**src/rtl/core/ssm_pkg.sv**
```systemverilog
// Shared types, constants and segment lookup for the seven-segment multiplexer.
`default_nettype none
package ssm_pkg;

    localparam int VALUE_W   = 10;
    localparam int PATTERN_W = 8;
    localparam int POS_W     = 2;
    localparam int DIGIT_W   = 4;
    localparam int COUNT_W   = 8;
    localparam int MASK_W    = 3;
    localparam int CFG_IDX_W = 8;
    localparam int CFG_DAT_W = 8;
    localparam int S_DATA_W  = 16;
    localparam int M_DATA_W  = 16;

    localparam logic [VALUE_W-1:0]   VALUE_MAX         = 10'd999;
    localparam logic [PATTERN_W-1:0] BLANK_PATTERN     = 8'hFD;
    localparam logic [PATTERN_W-1:0] POINT_BIT         = 8'h02;
    localparam logic [COUNT_W-1:0]   HALF_PERIOD_RESET = 8'd70;

    localparam logic [POS_W-1:0] POS_UNITS    = 2'd0;
    localparam logic [POS_W-1:0] POS_TENS     = 2'd1;
    localparam logic [POS_W-1:0] POS_HUNDREDS = 2'd2;

    // Configuration register indexes
    localparam logic [CFG_IDX_W-1:0] REG_POINT_MASK   = 8'd0;
    localparam logic [CFG_IDX_W-1:0] REG_BLINK_ENABLE = 8'd1;
    localparam logic [CFG_IDX_W-1:0] REG_BLINK_HALF   = 8'd2;

    typedef struct packed {
        logic [MASK_W-1:0]  point_mask;
        logic               blink_enable;
        logic [COUNT_W-1:0] blink_half_period;
    } cfg_t;

    typedef struct packed {
        logic               blanked;
        logic [POS_W-1:0]   digit_position;
        logic [PATTERN_W-1:0] segment_pattern;
    } res_t;

    // Active-low segment glyphs for 0..9
    function automatic logic [PATTERN_W-1:0] seg_lookup(input logic [DIGIT_W-1:0] digit);
        logic [PATTERN_W-1:0] pat;
        begin
            case (digit)
                4'd0:    pat = 8'h0A;
                4'd1:    pat = 8'h7B;
                4'd2:    pat = 8'h26;
                4'd3:    pat = 8'h62;
                4'd4:    pat = 8'h53;
                4'd5:    pat = 8'hC2;
                4'd6:    pat = 8'h82;
                4'd7:    pat = 8'h6B;
                4'd8:    pat = 8'h02;
                4'd9:    pat = 8'h42;
                default: pat = BLANK_PATTERN;
            endcase
            return pat;
        end
    endfunction

endpackage
`default_nettype wire

```
**src/rtl/core/seven_segment_mux_with_blink.sv**
```systemverilog
// Top level: three-digit seven-segment scan multiplexer with blink.
// An accepted word is registered in the output register, or in the skid entry on a stall.
// One word per cycle unless m_tready stalls. A skid entry takes one extra word while
// m_tready is low; s_tready then stays low until the cycle after m_tready takes it.
// Reset (aresetn low, synchronous): scan at units, blink counter zero and rising,
// point_mask 0, blink_enable 0, blink_half_period 70, output and skid empty.
`default_nettype none
module seven_segment_mux_with_blink
    import ssm_pkg::*;
(
    input  wire logic                 aclk,
    input  wire logic                 aresetn,
    // Input words
    input  wire logic                 s_tvalid,
    output logic                      s_tready,
    input  wire logic [S_DATA_W-1:0]  s_tdata,   // [9:0] shown_value, rest zero
    // Result words
    output logic                      m_tvalid,
    input  wire logic                 m_tready,
    output logic [M_DATA_W-1:0]       m_tdata,   // [7:0] segment_pattern,
                                                 // [9:8] digit_position, [10] blanked
    // Register writes
    input  wire logic                 cfg_valid,
    output logic                      cfg_ready,
    input  wire logic [CFG_IDX_W-1:0] cfg_index,
    input  wire logic [CFG_DAT_W-1:0] cfg_data
);

    cfg_t cfg_reg, cfg_next;
    logic tick;
    logic blank;
    res_t result;
    res_t out_word;

    // Register writes always complete; unknown indexes are dropped.
    assign cfg_ready = 1'b1;

    always_comb begin
        cfg_next = cfg_reg;
        if (cfg_valid) begin
            case (cfg_index)
                REG_POINT_MASK:   cfg_next.point_mask        = cfg_data[MASK_W-1:0];
                REG_BLINK_ENABLE: cfg_next.blink_enable      = cfg_data[0];
                REG_BLINK_HALF:   cfg_next.blink_half_period = cfg_data[COUNT_W-1:0];
                default:          cfg_next = cfg_reg;
            endcase
        end
    end

    always_ff @(posedge aclk) begin
        if (!aresetn) begin
            cfg_reg.point_mask        <= '0;
            cfg_reg.blink_enable      <= 1'b0;
            cfg_reg.blink_half_period <= HALF_PERIOD_RESET;
        end else begin
            cfg_reg <= cfg_next;
        end
    end

    // One refresh tick per accepted word; scan and blink state step on it.
    assign tick = s_tvalid && s_tready;

    ssm_blink u_blink (
        .aclk    (aclk),
        .aresetn (aresetn),
        .tick    (tick),
        .cfg     (cfg_reg),
        .blank   (blank)
    );

    ssm_scan u_scan (
        .aclk        (aclk),
        .aresetn     (aresetn),
        .tick        (tick),
        .shown_value (s_tdata[VALUE_W-1:0]),
        .blank       (blank),
        .cfg         (cfg_reg),
        .result      (result)
    );

    ssm_skid u_skid (
        .aclk      (aclk),
        .aresetn   (aresetn),
        .in_valid  (s_tvalid),
        .in_ready  (s_tready),
        .in_word   (result),
        .out_valid (m_tvalid),
        .out_ready (m_tready),
        .out_word  (out_word)
    );

    assign m_tdata = {5'd0, out_word.blanked, out_word.digit_position,
                      out_word.segment_pattern};

    // A blanked word always carries the blank glyph with only the point bit free.
    a_blank_glyph: assert property (@(posedge aclk) disable iff (!aresetn)
        m_tvalid && m_tdata[10] |-> (m_tdata[7:0] | POINT_BIT) == 8'hFF)
        else $error("blanked word shows a digit glyph");

    a_no_blank_when_off: assert property (@(posedge aclk) disable iff (!aresetn)
        tick && !cfg_reg.blink_enable |-> !blank)
        else $error("blanking while blink disabled");

endmodule
`default_nettype wire

```
**src/rtl/core/ssm_blink.sv**
```systemverilog
// Triangle blink counter: rises to the half period, then falls with blanking.
`default_nettype none
module ssm_blink
    import ssm_pkg::*;
(
    input  wire logic aclk,
    input  wire logic aresetn,
    input  wire logic tick,
    input  wire cfg_t cfg,
    output logic      blank
);

    logic [COUNT_W-1:0] blink_count_reg, blink_count_next;
    logic               blink_falling_reg, blink_falling_next;

    always_comb begin
        blink_count_next   = blink_count_reg;
        blink_falling_next = blink_falling_reg;
        blank              = 1'b0;
        if (tick && cfg.blink_enable) begin
            if (!blink_falling_reg) begin
                if (blink_count_reg < cfg.blink_half_period) begin
                    blink_count_next = blink_count_reg + 1'b1;
                end else begin
                    blink_falling_next = 1'b1;
                    blank              = 1'b1;
                end
            end else if (blink_count_reg != '0) begin
                blink_count_next = blink_count_reg - 1'b1;
                blank            = 1'b1;
            end else begin
                blink_falling_next = 1'b0;
            end
        end
    end

    always_ff @(posedge aclk) begin
        if (!aresetn) begin
            blink_count_reg   <= '0;
            blink_falling_reg <= 1'b0;
        end else begin
            blink_count_reg   <= blink_count_next;
            blink_falling_reg <= blink_falling_next;
        end
    end

    a_hold_when_idle: assert property (@(posedge aclk) disable iff (!aresetn)
        !(tick && cfg.blink_enable) |=> $stable(blink_count_reg) && $stable(blink_falling_reg))
        else $error("blink state moved without an enabled tick");

    a_turn_rising: assert property (@(posedge aclk) disable iff (!aresetn)
        tick && cfg.blink_enable && blink_falling_reg && blink_count_reg == '0
        |=> !blink_falling_reg)
        else $error("falling phase did not end at zero");

endmodule
`default_nettype wire

```
**src/rtl/core/ssm_scan.sv**
```systemverilog
// Scan position, digit split and segment pattern for one refresh word.
`default_nettype none
module ssm_scan
    import ssm_pkg::*;
(
    input  wire logic               aclk,
    input  wire logic               aresetn,
    input  wire logic               tick,
    input  wire logic [VALUE_W-1:0] shown_value,
    input  wire logic               blank,
    input  wire cfg_t               cfg,
    output res_t                    result
);

    logic [POS_W-1:0]   scan_position_reg, scan_position_next;
    logic [VALUE_W-1:0] sat_value;
    logic [17:0]        prod10;
    logic [15:0]        prod100;
    logic [6:0]         quot10;
    logic [DIGIT_W-1:0] units, tens, hundreds, digit;
    logic [PATTERN_W-1:0] pattern;
    logic               point;

    always_comb begin
        sat_value = (shown_value > VALUE_MAX) ? VALUE_MAX : shown_value;
        // x/10 = (x*205)>>11 and x/100 = (x*41)>>12, exact up to 999
        prod10   = {8'd0, sat_value} * 18'd205;
        prod100  = {6'd0, sat_value} * 16'd41;
        quot10   = prod10[17:11];
        hundreds = prod100[15:12];
        units    = DIGIT_W'(sat_value - 10'(quot10) * 10'd10);
        tens     = DIGIT_W'(quot10 - 7'(hundreds) * 7'd10);

        case (scan_position_reg)
            POS_UNITS:    digit = units;
            POS_TENS:     digit = tens;
            POS_HUNDREDS: digit = hundreds;
            default:      digit = 4'hF;
        endcase

        pattern = blank ? BLANK_PATTERN : seg_lookup(digit);
        point   = (scan_position_reg == 2'd3) ? 1'b0 : cfg.point_mask[scan_position_reg];
        if (point) begin
            pattern = pattern & ~POINT_BIT;
        end else begin
            pattern = pattern | POINT_BIT;
        end

        result.segment_pattern = pattern;
        result.digit_position  = scan_position_reg;
        result.blanked         = blank;

        scan_position_next = scan_position_reg;
        if (tick) begin
            scan_position_next = (scan_position_reg >= POS_HUNDREDS) ? POS_UNITS
                                                                     : scan_position_reg + 1'b1;
        end
    end

    always_ff @(posedge aclk) begin
        if (!aresetn) begin
            scan_position_reg <= POS_UNITS;
        end else begin
            scan_position_reg <= scan_position_next;
        end
    end

    a_pos_in_range: assert property (@(posedge aclk) disable iff (!aresetn)
        scan_position_reg != 2'd3)
        else $error("scan position left 0..2");

    a_pos_advance: assert property (@(posedge aclk) disable iff (!aresetn)
        tick && scan_position_reg == POS_HUNDREDS |=> scan_position_reg == POS_UNITS)
        else $error("scan did not wrap after hundreds");

endmodule
`default_nettype wire

```
**src/rtl/core/ssm_skid.sv**
```systemverilog
// Output register with a skid entry so the input side can take one more word while output stalls.
`default_nettype none
module ssm_skid
    import ssm_pkg::*;
(
    input  wire logic aclk,
    input  wire logic aresetn,
    input  wire logic in_valid,
    output logic      in_ready,
    input  wire res_t in_word,
    output logic      out_valid,
    input  wire logic out_ready,
    output res_t      out_word
);

    logic out_valid_reg, out_valid_next;
    logic skid_valid_reg, skid_valid_next;
    res_t out_word_reg, out_word_next;
    res_t skid_word_reg, skid_word_next;
    logic take_in;

    assign in_ready  = !skid_valid_reg;
    assign out_valid = out_valid_reg;
    assign out_word  = out_word_reg;
    assign take_in   = in_valid && in_ready;

    always_comb begin
        out_valid_next  = out_valid_reg;
        skid_valid_next = skid_valid_reg;
        out_word_next   = out_word_reg;
        skid_word_next  = skid_word_reg;
        if (!out_valid_reg || out_ready) begin
            if (skid_valid_reg) begin
                out_word_next   = skid_word_reg;
                out_valid_next  = 1'b1;
                skid_valid_next = 1'b0;
            end else begin
                out_word_next  = in_word;
                out_valid_next = take_in;
            end
        end else if (take_in) begin
            skid_word_next  = in_word;
            skid_valid_next = 1'b1;
        end
    end

    always_ff @(posedge aclk) begin
        if (!aresetn) begin
            out_valid_reg  <= 1'b0;
            skid_valid_reg <= 1'b0;
        end else begin
            out_valid_reg  <= out_valid_next;
            skid_valid_reg <= skid_valid_next;
        end
        out_word_reg  <= out_word_next;
        skid_word_reg <= skid_word_next;
    end

    a_skid_behind_out: assert property (@(posedge aclk) disable iff (!aresetn)
        skid_valid_reg |-> out_valid_reg)
        else $error("skid entry held with empty output register");

    a_skid_fill: assert property (@(posedge aclk) disable iff (!aresetn)
        $rose(skid_valid_reg) |-> $past(out_valid_reg && !out_ready && in_valid))
        else $error("skid filled without a stalled output");

endmodule
`default_nettype wire

```
**config.mk**
```make
export PLATFORM = sky130hd
export DESIGN_NAME = seven_segment_mux_with_blink
export DESIGN_NICKNAME = d
export VERILOG_FILES = /design/src/rtl/core/ssm_pkg.sv /design/src/rtl/core/seven_segment_mux_with_blink.sv /design/src/rtl/core/ssm_blink.sv /design/src/rtl/core/ssm_scan.sv /design/src/rtl/core/ssm_skid.sv
export SDC_FILE = /design/constraint.sdc
export NUM_CORES = 1
export LEC_CHECK = 0
export BUFFER_PORTS_ARGS = -buffer_cell sky130_fd_sc_hd__buf_2
export CAP_MARGIN = 40
export CELL_PAD_IN_SITES_DETAIL_PLACEMENT = 1
export CELL_PAD_IN_SITES_GLOBAL_PLACEMENT = 2
export CORE_AREA = 2 2 122 124
export CTS_BUF_LIST = sky130_fd_sc_hd__clkbuf_4 sky130_fd_sc_hd__clkbuf_8 sky130_fd_sc_hd__clkbuf_16
export CTS_CLUSTER_DIAMETER = 200
export DETAILED_ROUTE_END_ITERATION = 16
export DIE_AREA = 0 0 124 126
export GPL_TIMING_DRIVEN = 0
export PLACE_DENSITY = 0.88
export SLEW_MARGIN = 30
export SYNTH_ARGS = -nofsm -noshare
export SYNTH_HDL_FRONTEND = slang
export SYNTH_SLANG_ARGS = --single-unit
```
**constraint.sdc**
```tcl
create_clock -name aclk -period 6.3 [get_ports aclk]
set_input_delay 0 -clock aclk [delete_from_list [all_inputs] [get_ports aclk]]
set_output_delay 0 -clock aclk [all_outputs]
set_load 0.02 [all_outputs]
```
==> qor.json <==
{
  "min_path": {
    "worst_hold_path_type": "in -> reg",
    "hp-start": "cfg_data[0]"
  },
  "detailed_routing": {
    "via_per_inst": 4.75,
    "detailed_routing_iteration_count_for_the_pre_antenna_repair_pass": 4,
    "route.detailed.drc": 0,
    "drt-initial-drc-count": 73,
    "vias": 3544,
    "route.detailed.wl_per_inst_um": 14.4,
    "number_of_nets_with_antenna_violations_after_detailed_routing": 0,
    "routed_wl_mm": 10.7
  },
  "die": {
    "initial_core_util_pct": 33.4,
    "die_w_um": 124,
    "rows": 44,
    "die_height_um": 126,
    "floorplan.core_area_um2": 14300,
    "fp.dieArea_um2": 15600,
    "floorplan.io_pins": 56
  },
  "place": {
    "post-dp-hpwl_mm": 8.95,
    "placed_cells": 727,
    "routabilityCongestion": 0.800,
    "preCtsSetupSlack_ps": -636,
    "io_buffer_count": 43
  },
  "global_routing": {
    "antenna_found_initial": 0,
    "via_count_of_the_first_global_routing_pass": 3913,
    "globalRouteTotalUtil_pct": 14.4,
    "global_route.overflow_total": 0,
    "wire_length_of_the_first_global_routing_pass_mm": 18.3,
    "largest_net_degree_at_the_start_of_global_routing": 17
  },
  "final_layout": {
    "diodes": 0,
    "final-instance-count-excl-fill": 746,
    "multi_input_comb_area_um2": 3270,
    "register_area_um2": 1160,
    "flip_flop_count_of_the_largest_register_after_layout": 12,
    "layout-area-overhead-vs-synth_pct": 17.3,
    "nNetsFinal": 707,
    "share_of_layout_cells_above_drive_strength_1_pct": 16.9,
    "fill_cells": 1666
  },
  "sta": {
    "period_share_pct": 94.6,
    "setup_violations": 0,
    "layout_setup_ws_ps": 342,
    "hold_ws_ps": 3.48,
    "slew_at_the_pin_closest_to_its_max_slew_limit_ps": 609,
    "min_period_ps": 5960,
    "timing_hold_violations_final": 0,
    "finalSetupTns_ps": 0,
    "final.setup_skew_ps": 3.62,
    "worst_slew_margin_rel_pct": 59.4,
    "achievable-frequency_mhz": 168,
    "timing_max_transition_violations_final": 0,
    "setup_repair_after_global_routing_missed_its_margin": "no"
  },
  "synthesis": {
    "syn_inst": 495,
    "synthFlopType": "sky130_fd_sc_hd__dfxtp_1",
    "netlist_area_um2": 4780,
    "synth.area.top_cells": "sky130_fd_sc_hd__ha_1 (23%), sky130_fd_sc_hd__edfxtp_1 (14%), sky130_fd_sc_hd__dfxtp_1 (10%), sky130_fd_sc_hd__fa_1 (9.2%), sky130_fd_sc_hd__inv_1 (7.2%)",
    "asyncSetResetFlopFracSynth_pct": 0,
    "avgSynthCellArea_um2": 9.65,
    "synth_common_cells": "sky130_fd_sc_hd__inv_1 (91), sky130_fd_sc_hd__ha_1 (87), sky130_fd_sc_hd__mux2i_1 (28), sky130_fd_sc_hd__nand2_1 (27), sky130_fd_sc_hd__dfxtp_1 (25)",
    "yosys_warnings": 0,
    "netlist.top_cell.by_area": "sky130_fd_sc_hd__ha_1",
    "synthDominantCellAreaShare_pct": 22.8,
    "synthMostInstantiatedCell": "sky130_fd_sc_hd__inv_1",
    "synth_edf_count": 22,
    "synth-seq-cells": 47,
    "synth_cell_types": 56,
    "register_area_share_after_synthesis_pct": 24.3
  },
  "critical_path": {
    "critPathKind": "in -> reg",
    "critPathCaptureType": "register",
    "arrival_ps": 6000,
    "worst_setup_path_startpoint": "s_tdata[6]",
    "largest_driver_fanout_on_the_critical_path": 7,
    "crit_required_ps": 6340,
    "worstReg2RegStart": "cfg_reg[1]",
    "critPathLaunchType": "input port"
  },
  "clock_network": {
    "clkLatencyLatePin_ps": 290,
    "cts_tree": "built",
    "cts-root-buf": "sky130_fd_sc_hd__clkbuf_16",
    "number_of_buffers_created_by_cts": 5,
    "cts.path.max_buffers": 2,
    "clock_sink_count": 47,
    "cts.reportedPaths.clkPinSlew_ps": 70,
    "htree_num_levels": 2
  },
  "flow_run": {
    "timing.max_cap.violations": 0
  },
  "pwr": {
    "post-layout-total-power_w": 0.00276,
    "power.share.combinational_pct": 70.9,
    "total_leakage_power_nw": 2.79,
    "p_int_w": 0.00162,
    "pwr-share-clk_pct": 11.3,
    "switching_share_pct": 41.3,
    "power_switching_w": 0.00114,
    "seqPwrFrac_pct": 17.7,
    "power-per-cell-area_nw_per_um2": 493,
    "peakVddDrop_mv": 0.371
  },
  "status": {
    "outcome": "finished clean"
  }
}
[metal layers]
layer	part of all wire [%]	track usage (%)
met2	53	27.0
met3	1.7	1.31
met1	45	18.0
met4	0.83	2.38
met5	0	0
[final cells by class]
type	count	area share, %
multi-input cells	342	58.3
clock buffers	5	2.23
inverters	91	6.09
flip-flops and latches	47	20.7
plain buffers	19	1.70
clock inverters	3	0.826
repair buffers	55	5.98
well taps	184	4.11
[placed cells by master (no fill, tap or decap), drive strengths merged, types with 2 or more instances in the layout]
cell type / synthesis / routed
inv: 91 / 92
xnor3: 2 / 2
o22ai: 2 / 2
a21boi: 4 / 4
nand2b: 6 / 6
buf: 8 / 56
a2bb2oi: 6 / 6
o21ai: 8 / 8
ha: 87 / 87
o21bai: 5 / 5
clkbuf: 11 / 16
o21a: 3 / 3
edfxtp: 22 / 22
xnor2: 18 / 18
a211oi: 3 / 3
a31oi: 2 / 2
dfxtp: 25 / 25
nor3: 5 / 5
mux2i: 30 / 30
and2: 4 / 4
conb: 2 / 6
nand2: 27 / 27
or2: 4 / 4
nor2: 16 / 16
o211ai: 2 / 2
a21o: 6 / 6
xor2: 9 / 9
nor2b: 18 / 18
nand3: 6 / 6
nand4: 2 / 2
dlygate4sd3: 0 / 7
fa: 22 / 22
mux2: 7 / 7
a21oi: 18 / 18
[critical path, cell delays in order]
cell,delay [ps]
sky130_fd_sc_hd__buf_2,140
sky130_fd_sc_hd__nand4_1,160
sky130_fd_sc_hd__or2_4,170
sky130_fd_sc_hd__nor2_4,50
sky130_fd_sc_hd__or2_2,310
sky130_fd_sc_hd__ha_1,310
sky130_fd_sc_hd__inv_1,60
sky130_fd_sc_hd__fa_1,540
sky130_fd_sc_hd__inv_1,70
sky130_fd_sc_hd__fa_1,530
sky130_fd_sc_hd__inv_1,60
sky130_fd_sc_hd__fa_1,520
sky130_fd_sc_hd__inv_1,40
sky130_fd_sc_hd__ha_1,210
sky130_fd_sc_hd__a211oi_2,270
sky130_fd_sc_hd__o211ai_1,150
sky130_fd_sc_hd__a21oi_2,180
sky130_fd_sc_hd__a21oi_1,120
sky130_fd_sc_hd__xor2_1,180
sky130_fd_sc_hd__fa_2,380
sky130_fd_sc_hd__xnor2_2,140
sky130_fd_sc_hd__xnor2_1,170
sky130_fd_sc_hd__xnor3_1,270
sky130_fd_sc_hd__mux2i_2,180
sky130_fd_sc_hd__mux2i_4,170
sky130_fd_sc_hd__buf_12,150
sky130_fd_sc_hd__o221ai_4,110
sky130_fd_sc_hd__mux2_1,330
[power by group through the flow]
stage	registers, W	logic [W]	clock network, W
floorplan	0.000527	0.00133	0
global placement	0.000492	0.00165	0
detailed placement	0.000497	0.00173	0
CTS	0.000490	0.00190	0.000317
global route	0.000493	0.00219	0.000331
finish	0.000489	0.00196	0.000313
[per-stage QoR]
step                util [%]  cell area (um2)
finish                  39.2             5610
global placement        36.6             5240
detailed placement      36.6             5250
global route            39.2             5610
floorplan                  -             4790
CTS                     38.6             5530
[logic make-up after synthesis]
logic type                 Yosys count  share of synthesized area (%)
AOI/OAI and AO/OA                   66                           9.98
xor gates and xnor gates            29                           6.05
adders and majority gates          109                           32.0
buffers and inverters              110                           9.14
DFF                                 47                           24.3
muxes                               37                           8.28
other                                2                          0.157
and+or+nand+nor                     95                           10.1
[repair_timing]
| item | CTS | global route |
|---|---|---|
| endpoints found under the setup margin | 14 | 13 |
| gates resized for setup | 2 | 16 |
| endpoints found under the hold margin | 8 | 0 |
| hold buffers | 7 | 0 |
| pin swaps | 1 | 6 |
| buffers inserted | 3 | 1 |
[worst paths after layout]
kind	end	slack, ps	cells after the start
setup / recovery	u_skid.out_word[7]	340	28
hold / removal	cfg_reg[8]	3	3
setup reg to reg	u_skid.out_word[7]	3170	12
hold reg to reg	cfg_reg[6]	490	2
Note: power is estimated with default switching activity, not from simulation.
